$ cat src/rtl/core/cau_pkg.sv
// ----------------------------------------------------------------------------
// Complex arithmetic unit package
// Item types, stage records, action and status codes, shared helpers.
// ----------------------------------------------------------------------------
package cau_pkg;

   localparam int REM_W  = 97;
   localparam int QUO_W  = 33;
   localparam int WIDE_W = 128;

   localparam logic [2:0] ACT_ADD  = 3'd0;
   localparam logic [2:0] ACT_SUB  = 3'd1;
   localparam logic [2:0] ACT_MUL  = 3'd2;
   localparam logic [2:0] ACT_DIV  = 3'd3;
   localparam logic [2:0] ACT_CONJ = 3'd4;
   localparam logic [2:0] ACT_NEG  = 3'd5;
   localparam logic [2:0] ACT_SQM  = 3'd6;
   localparam logic [2:0] ACT_MAG  = 3'd7;

   localparam logic [1:0] ST_OK   = 2'd0;
   localparam logic [1:0] ST_SAT  = 2'd1;
   localparam logic [1:0] ST_DIV0 = 2'd2;

   typedef struct packed {
      logic [2:0]         action;
      logic signed [31:0] a_re;
      logic signed [31:0] a_im;
      logic signed [31:0] b_re;
      logic signed [31:0] b_im;
   } req_type;

   typedef struct packed {
      logic signed [31:0] res_re;
      logic signed [31:0] res_im;
      logic [1:0]         status;
   } rsp_type;

   typedef struct packed {
      logic        neg;
      logic [63:0] mag;
   } smag_type;

   typedef struct packed {
      logic [31:0] val;
      logic        sat;
   } clamp_type;

   typedef struct packed {
      logic [2:0]  action;
      logic        n_ar;
      logic        n_ai;
      logic        n_br;
      logic        n_bi;
      logic [31:0] m_ar;
      logic [31:0] m_ai;
      logic [31:0] m_br;
      logic [31:0] m_bi;
      rsp_type     fin;
   } opnd_type;

   typedef struct packed {
      logic [2:0]  action;
      smag_type    p_rr;
      smag_type    p_ii;
      smag_type    p_ri;
      smag_type    p_ir;
      logic [63:0] p_xx;
      logic [63:0] p_yy;
      rsp_type     fin;
   } prod_type;

   typedef struct packed {
      logic [2:0]  action;
      smag_type    s_re;
      smag_type    s_im;
      logic [63:0] s_sq;
      rsp_type     fin;
   } sum_type;

   typedef struct packed {
      logic [2:0]       action;
      logic             den_zero;
      logic             ovf_re;
      logic             ovf_im;
      logic             neg_re;
      logic             neg_im;
      logic [REM_W-1:0] r_re;
      logic [REM_W-1:0] r_im;
      logic [QUO_W-1:0] q_re;
      logic [QUO_W-1:0] q_im;
      logic [63:0]      den;
      logic [63:0]      rem;
      logic [63:0]      root;
      rsp_type          fin;
   } iter_type;

   function automatic logic [31:0] sext_word(logic [31:0] x, int ew);
      logic [31:0] keep;
      logic [31:0] v;
      keep = (ew >= 32) ? 32'hFFFF_FFFF : 32'((64'd1 << ew) - 64'd1);
      v = x & keep;
      if (x[5'(ew - 1)]) begin
         v = v | ~keep;
      end
      return v;
   endfunction

   function automatic clamp_type clampv(logic neg, logic [64:0] mag, int ew);
      logic [64:0] lim;
      clamp_type   r;
      lim   = (65'd1 << (ew - 1)) - 65'd1;
      r.sat = 1'b0;
      r.val = '0;
      if (!neg) begin
         if (mag > lim) begin
            r.sat = 1'b1;
            r.val = lim[31:0];
         end else begin
            r.val = mag[31:0];
         end
      end else begin
         if (mag > lim + 65'd1) begin
            r.sat = 1'b1;
            r.val = ~lim[31:0];
         end else begin
            r.val = ~mag[31:0] + 32'd1;
         end
      end
      return r;
   endfunction

   // v is a 33-bit two's complement value
   function automatic clamp_type clamp_int(logic [32:0] v, int ew);
      logic [33:0] w;
      logic [33:0] u;
      w = {v[32], v};
      u = v[32] ? (~w + 34'd1) : w;
      return clampv(v[32], {31'd0, u}, ew);
   endfunction

   function automatic smag_type sm_add(smag_type x, smag_type y);
      smag_type r;
      if (x.neg == y.neg) begin
         r.neg = x.neg;
         r.mag = x.mag + y.mag;
      end else if (x.mag >= y.mag) begin
         r.neg = x.neg;
         r.mag = x.mag - y.mag;
      end else begin
         r.neg = y.neg;
         r.mag = y.mag - x.mag;
      end
      return r;
   endfunction

   function automatic smag_type sm_neg(smag_type x);
      smag_type r;
      r     = x;
      r.neg = !x.neg;
      return r;
   endfunction

endpackage

$ cat src/rtl/core/cau_back.sv
// ----------------------------------------------------------------------------
// Complex arithmetic unit: result stage
// Quotient and root rounding, final saturation, output register.
// ----------------------------------------------------------------------------
module cau_back #(
   parameter int EW = 32
) (
   input  logic               clock,
   input  logic               reset,
   input  logic               adv,
   input  logic               in_valid,
   input  cau_pkg::iter_type  in_item,
   output logic               rsp_valid,
   output cau_pkg::rsp_type   rsp_data
);
   import cau_pkg::*;

   logic        rsp_valid_ff;
   rsp_type     rsp_ff;
   rsp_type     rsp_in;
   logic [33:0] qr_re;
   logic [33:0] qr_im;
   logic [64:0] mr_re;
   logic [64:0] mr_im;
   logic [63:0] rt;
   clamp_type   c_re;
   clamp_type   c_im;

   always_comb begin
      qr_re  = ({1'b0, in_item.q_re} + 34'd1) >> 1;
      qr_im  = ({1'b0, in_item.q_im} + 34'd1) >> 1;
      mr_re  = in_item.ovf_re ? '1 : 65'(qr_re);
      mr_im  = in_item.ovf_im ? '1 : 65'(qr_im);
      rt     = in_item.root + 64'(in_item.rem > in_item.root);
      c_re   = '0;
      c_im   = '0;
      rsp_in = in_item.fin;
      case (in_item.action)
         ACT_DIV: begin
            if (!in_item.den_zero) begin
               c_re = clampv(in_item.neg_re, mr_re, EW);
               c_im = clampv(in_item.neg_im, mr_im, EW);
               rsp_in.res_re = c_re.val;
               rsp_in.res_im = c_im.val;
               rsp_in.status = (c_re.sat || c_im.sat) ? ST_SAT : ST_OK;
            end
         end
         ACT_MAG: begin
            c_re = clampv(1'b0, 65'(rt), EW);
            rsp_in.res_re = c_re.val;
            rsp_in.res_im = '0;
            rsp_in.status = c_re.sat ? ST_SAT : ST_OK;
         end
         default: ;
      endcase
   end

   always_ff @(posedge clock) begin
      if (reset) begin
         rsp_valid_ff <= 1'b0;
      end else if (adv) begin
         rsp_valid_ff <= in_valid;
      end
      if (adv) begin
         rsp_ff <= rsp_in;
      end
   end

   assign rsp_valid = rsp_valid_ff;
   assign rsp_data  = rsp_ff;

endmodule

$ cat config.mk
export PLATFORM = sky130hd
export DESIGN_NAME = cau_back
export DESIGN_NICKNAME = d
export VERILOG_FILES = /design/src/rtl/core/cau_pkg.sv /design/src/rtl/core/cau_back.sv
export SDC_FILE = /design/constraint.sdc
export NUM_CORES = 1
export LEC_CHECK = 0
export ABC_CLOCK_PERIOD_IN_PS = 6300
export BUFFER_PORTS_ARGS = -buffer_cell sky130_fd_sc_hd__buf_4
export CORE_AREA = 2 2 235 237
export CTS_CLUSTER_SIZE = 10
export DETAILED_ROUTE_END_ITERATION = 16
export DIE_AREA = 0 0 237 239
export GPL_TIMING_DRIVEN = 0
export MAX_ROUTING_LAYER = met4
export PLACE_DENSITY = 0.45
export SLEW_MARGIN = 20
export SYNTH_ARGS = -nofsm -noshare
export SYNTH_HDL_FRONTEND = slang
export SYNTH_SLANG_ARGS = --single-unit
export TNS_END_PERCENT = 30
$ cat constraint.sdc
create_clock -name clock -period 6.3 [get_ports clock]
set_input_delay 1.26 -clock clock [delete_from_list [all_inputs] [get_ports clock]]
set_output_delay 1.26 -clock clock [all_outputs]
set_load 0.1 [all_outputs]
==> results of run 1 <==
[per-layer routing]
layer / part of all wire (%) / up-vias
li1: - / 6394
met1: 42 / 6502
met2: 47 / 539
met3: 9.2 / 58
met4: 2.2 / 0
met5: 0 / -
[cells by family (layout without fill, tap and decap cells)]
family | after synthesis | after routing | synth area share [%]
AND/OR/NAND/NOR | 696 | 696 | 34.5
AO/OA/AOI/OAI | 367 | 367 | 22.1
buffers and inverters | 154 | 498 | 5.58
XOR/XNOR | 97 | 97 | 7.71
adder cells (fa/ha/maj) | 72 | 72 | 8.18
flip-flops | 67 | 67 | 18.2
multiplexers | 40 | 40 | 3.79
other | 0 | 10 | 0
[metrics by stage]
stage	util, %	setup WS [ps]	setup TNS, ps
finish	27.5	151	0
CTS	27.3	-13.6	-23.9
global route	27.5	-38.9	-47.5
global placement	26.3	-2200	-60850
detailed placement	26.3	-2170	-49080
floorplan	-	523	0
[cell type report]
type                            instances  share of cell area [%]
Tap cell                              704                    5.89
Multi-Input combinational cell       1272                    57.6
Timing Repair Buffer                  328                    16.5
Clock buffer                            9                    1.51
Antenna cell                           10                   0.167
Sequential cell                        67                    13.4
Inverter                               86                    2.16
Clock inverter                          7                   0.828
Buffer                                 68                    1.98
[where the power goes]
part | switching (W) | total [W] | internal, W
clock | 0.000227 | 0.000617 | 0.000390
combinational | 0.000751 | 0.00108 | 0.000327
sequential | 0.0000189 | 0.000562 | 0.000543
[synthesized netlist by cell type, types with 11 or more instances]
library cell,count,share of area [%]
a21o_1,24,1.6
a21oi_1,66,3.0
a22oi_1,12,0.82
a31oi_1,37,2.1
and2_1,16,0.91
and3_1,29,1.6
and4_1,29,2.3
buf_2,11,0.50
clkbuf_1,47,1.6
edfxtp_1,66,18
ha_1,72,8.2
inv_1,85,2.9
mux2_2,14,1.4
mux2i_1,26,2.4
nand2_1,142,4.8
nand2b_1,18,1.0
nand3_1,85,3.9
nand4_1,84,4.8
nor2_1,108,3.7
nor2b_1,17,0.97
nor3_1,52,2.4
nor4_1,42,2.4
o211ai_1,18,1.2
o21ai_0,98,4.5
or3_1,13,0.74
or4_1,12,0.82
xnor2_1,73,5.8
xor2_1,24,1.9
[path summary, 6_finish.rpt]
check,start,end,slack (ps),cells past startpoint
hold / removal,rsp_valid,rsp_valid,510,2
hold reg to reg,rsp_valid,rsp_valid,510,2
setup / recovery,in_item[83],rsp_data[56],150,28
setup reg to reg,rsp_valid,rsp_valid,5710,2
[sequential cells by signal, summed over array words and instances, names as in the netlist]
signal / flops
rsp_data: 66
rsp_valid: 1
[repair_timing]
item	in CTS	in global routing
setup buffers	7	1
pin swaps	1	11
hold endpoints to repair	0	0
endpoints found under the setup margin	32	36
gates resized for setup	25	23
[worst max-delay path: cells and delay by family]
family                   cells  cell delay, ps
AO/OA/AOI/OAI               13            1910
adder cells (fa/ha/maj)      2             520
buffers and inverters        6             920
AND/OR/NAND/NOR              7            1600
==> out/qor.yml, run 1 <==
status: "complete, no violations"
slew_violations: 0
io_buffers: 320
core_um2: 54300
final_antenna_net_count: 0
final_area_um2: 15000
path_clk_slew_ps: 60
grt_max_degree: 68
die-area_um2: 56600
fin_crit_ps: 6150
final.period_utilization_pct: 97.6
hpwl_mm: 51.9
initialDrtViolationCount: 981
gp_congestion: 0.972
layout_common_cells: "buf_4 (332), nand2_1 (141), nor2_1 (107)"
cp.arrival_ps: 6250
synth_edf_count: 66
antenna_found_initial: 12
area_growth_pct: 35.8
die_h_um: 239
start_kind: "input pin"
place_inst: 2517
syn_area_per_cell_um2: 7.38
end_kind: "flop"
wl_per_cell_um: 24.0
groute.usage.overall_pct: 21.7
firstDrtPassIters: 5
hold_viol_final: 0
root_buffer: "clkbuf_16"
tightest_slew_ps: 1290
cts_hold_buf: 0
ir_drop_mv: 0.109
clock_path_buffers: 2
drcViolationCount: 0
clock_latency_ps: 350
multi_input_area_um2: 8620
fin_hold_ws_ps: 510
io_pins: 597
synth-async-reset-ratio_pct: 0
ys_warn_count: 0
grt_pass1_wl_mm: 88.6
clock-sinks: 67
critPathMaxFanout: 5
finalSetupViolations: 0
max-cap-violations: 0
synth_cells: 1493
cp.required_ps: 6400
wl_mm: 61.3
p_per_area_nw_per_um2: 151
fillers: 6001
max_stage_delay_ps: 460
final_nets: 2434
synth_top_flop_cell: "edfxtp_1"
numCtsBuffers: 9
slew_headroom_pct: 14.3
drt-vias-per-instance: 5.29
place_area_um2: 14300
busiest_layer: "met2"
fin_worst_skew_ps: 0
cts_tree: "yes"
final_common_cell: "buf_4"
netlist_area_um2: 11000
synth_nets: 2095
hold_path_class: "flop to flop"
row_count: 86
crit_type: "input pin to flop"
htree_levels: 3
ys_types: 91
ys_seq_elements: 67
grt_pass1_vias: 13400
p_total_w: 0.00226
drive_gt1_share_pct: 24.0
crit_slowest_cell: "or3b_2"
power_leakage_nw: 5.82
die_w_um: 237
start_util_pct: 20.3
vias: 13500
grt_setup_unrepaired: "true"
max_freq_mhz: 163
grt_use_met1_pct: 25.2
grt-ovfl-total: 0
final_cells: 2551
grt_use_met3_pct: 7.74
synth_seq_area_share_pct: 18.2
met2_usage_pct: 35.4
regArea_um2: 2000
Power figures use the tool's default switching activity.
==> inputs of run 2 (changes only) <==
ABC_AREA = 1   (was not set)
CAP_MARGIN = 10   (was not set)
GPL_ROUTABILITY_DRIVEN = 0   (was not set)
PLACE_DENSITY = 0.48   (was 0.45)
==> run 2 against run 1 <==
Compared with the run above:
- sequential power up 2%
- core utilization up 3.2 points
- clock skew unchanged
- largest cell class unchanged
- largest power group unchanged
==> out/qor.yml, run 2 <==
vias: 16300  # +21%
drt-vias-per-instance: 4.84  # -8.4%
min_to: "rsp_valid"
ir_drop_mv: 0.120  # +11%
io_pins: 597  # unchanged
ys_top_cells_by_area: "nand2_1 (20%), edfxtp_1 (15%), nor2_1 (12%)"
synth-async-reset-ratio_pct: 0  # unchanged
reg2reg_depth: 2  # unchanged
grt_use_met1_pct: 31.3  # +6.1 points
area_growth_pct: 29.9
ys_warn_count: 0  # unchanged
fin_worst_skew_ps: 0  # unchanged
place_inst: 3340  # +33%
antenna_found_initial: 6  # -6
power_leakage_nw: 8.02  # +38%
synth_edf_count: 66  # unchanged
row_count: 86  # unchanged
fin_crit_ps: 5970  # -182 ps
final_common_cell: "nand2_1"
wl_per_cell_um: 18.5  # -23%
met2_usage_pct: 31.7  # -3.8 points
grt_use_met3_pct: 3.65  # -4.1 points
drive_gt1_share_pct: 18.6  # -5.3 points
p_total_w: 0.00224  # -0.80%
synth_top_family_by_area: "simple AND/OR/NAND/NOR gates"
start_kind: "input pin"
final_antenna_net_count: 0  # unchanged
groute.usage.overall_pct: 21.9  # +0.23 points
tns_ps: 0  # unchanged
final_area_um2: 16700  # +12%
root_buffer: "clkbuf_16"
hold_viol_final: 0  # unchanged
synth_top_flop_cell: "edfxtp_1"
max_freq_mhz: 168  # +3.1%
p_per_area_nw_per_um2: 134  # -11%
cts_tree: "yes"
synth_mux_area_share_pct: 0.0778  # -3.7 points
clock_latency_ps: 350  # about the same
crit_type: "input pin to flop"
yosys-top-cells-count: "nand2_1 (697), nor2_1 (405), inv_1 (267)"
cp.arrival_ps: 6060  # -190 ps
clock_path_buffers: 2  # unchanged
r2r_end: "rsp_valid"
start_util_pct: 23.7  # +3.4 points
finalSetupViolations: 0  # unchanged
status: "complete, no violations"
grt_pass1_vias: 15400  # +15%
core_um2: 54300  # unchanged
grt_pass1_wl_mm: 91.8  # +3.6%
cp.required_ps: 6400  # about the same
die_w_um: 237  # unchanged
clock-sinks: 67  # unchanged
whs_path_depth: 2  # unchanged
r2r-start: "rsp_valid"
synth_fa_ha_area_share_pct: 7.00  # -1.2 points
final_nets: 3256  # +34%
post-route-util_pct: 30.8  # +3.2 points
max-cap-violations: 0  # unchanged
synth_cells: 2300  # +54%
ys_seq_elements: 67  # unchanged
synth_most_common_cell: "nand2_1"
htree_levels: 3  # unchanged
synth-xor-area-share_pct: 4.02  # -3.7 points
synth_top_cell_area_share_pct: 20.3  # +2.3 points
hold_start: "rsp_valid"
synthSimpleGateAreaFrac_pct: 52.7  # +18 points
synth_compound_area_share_pct: 10.6  # -11 points
drcViolationCount: 0  # unchanged
final.period_utilization_pct: 94.7  # -2.9 points
die-area_um2: 56600  # unchanged
place_area_um2: 16300  # +14%
synth_top_area_cell: "nand2_1"
syn_area_per_cell_um2: 5.59  # -24%
wl_mm: 62.3  # +1.6%
final_cells: 3369  # +32%
initialDrtViolationCount: 1284  # +31%
ff2ff_setup_slack_ps: 5710  # about the same
tightest_slew_ps: 954  # -331 ps
synth_seq_area_share_pct: 15.6  # -2.6 points
hold_path_class: "flop to flop"
die_h_um: 239  # unchanged
slew_headroom_pct: 36.4  # +22 points
cts_hold_buf: 0  # unchanged
critPathMaxFanout: 10  # +5
largest_register_ff_count: 66  # unchanged
numCtsBuffers: 9  # unchanged
netlist_area_um2: 12900  # +17%
end_kind: "flop"
firstDrtPassIters: 5  # unchanged
layout_common_cells: "nand2_1 (697), nor2_1 (401), buf_4 (345)"
busiest_layer: "met2"
slew_violations: 0  # unchanged
path_clk_slew_ps: 60  # about the same
io_buffers: 336  # +5.0%
grt_max_degree: 68  # unchanged
grt-ovfl-total: 0  # unchanged
hpwl_mm: 54.1  # +4.3%
ys_types: 50  # -45%
synth_nets: 2902  # +39%
[run 2: cell types whose count changed in the layout (fill, tap and decap cells not counted), moves of 45 or more]
cell,delta
nand2_1,+556
nor2_1,+294
inv_1,+182
nand3_1,+77
xnor2_1,-73
o21ai_0,-45
[run 2: worst max-delay path by stage]
stage / start / endpoint / slack [ps]
2_1_floorplan: in_item[93] / rsp_data[38] / 1330
3_3_place_gp: in_item[97] / rsp_data[42] / -920
3_5_place_dp: in_item[97] / rsp_data[42] / -990
4_1_cts: in_item[97] / rsp_data[42] / 40
5_1_grt: in_item[97] / rsp_data[54] / -20
6_report: in_item[97] / rsp_data[42] / 330
[run 2: cell families after synthesis]
kind of cell,Yosys count
and+or+nand+nor,1525
buffers and inverters,330
AOI/OAI and AO/OA,246
adders and majority gates,72
DFF,67
xor gates and xnor gates,59
muxes,1
[run 2: stage by stage]
step	hold WS, ps	worst slack [ps]
floorplan	971	1330
global placement	481	-921
detailed placement	490	-989
CTS	504	39.4
global route	535	-18.4
finish	506	333
[run 2: metal layers]
metal | wire, um | part of all wire (%)
met1 | 30600 | 49
met2 | 26000 | 42
met3 | 4540 | 7.3
met4 | 1200 | 1.9
met5 | 0 | 0
[run 2: critical path: stages]
cell	delay (ps)
buf_4	100
inv_1	90
ha_1	330
nand4_1	130
nor4_2	360
inv_1	120
nor4_4	250
buf_6	170
nand2_1	60
a21o_1	180
a21oi_4	160
ha_2	230
ha_2	230
nand2_1	130
nor2_4	190
nand2_1	130
nor3_1	210
and2_1	260
nand4_1	170
nand2_1	110
nand3_1	60
nor2_1	100
nand2_1	100
nor2_4	210
nand2_2	150
buf_2	230
a21oi_1	210
nand2_1	110
[run 2: timing repair]
action	CTS	global route
pin swaps	1	3
gates resized for setup	3	13
setup buffers	1	6
endpoints found under the setup margin	32	32
[run 2: where the power goes]
| group | internal, W | switching, W |
|---|---|---|
| combinational | 0.000330 | 0.000798 |
| clock | 0.000313 | 0.000227 |
| sequential | 0.000543 | 0.0000276 |
[run 2: layout make-up]
type / count / area [um^2]
antenna: 6 / 15.0
timing repair buffer: 343 / 2580
fill: 6106 / 37600
buffer: 50 / 240
clock buffer: 9 / 225
clock inverter: 7 / 82.6
sequential: 67 / 2000
tap: 704 / 881
multi-input combinational: 1903 / 9640
inverter: 280 / 1050
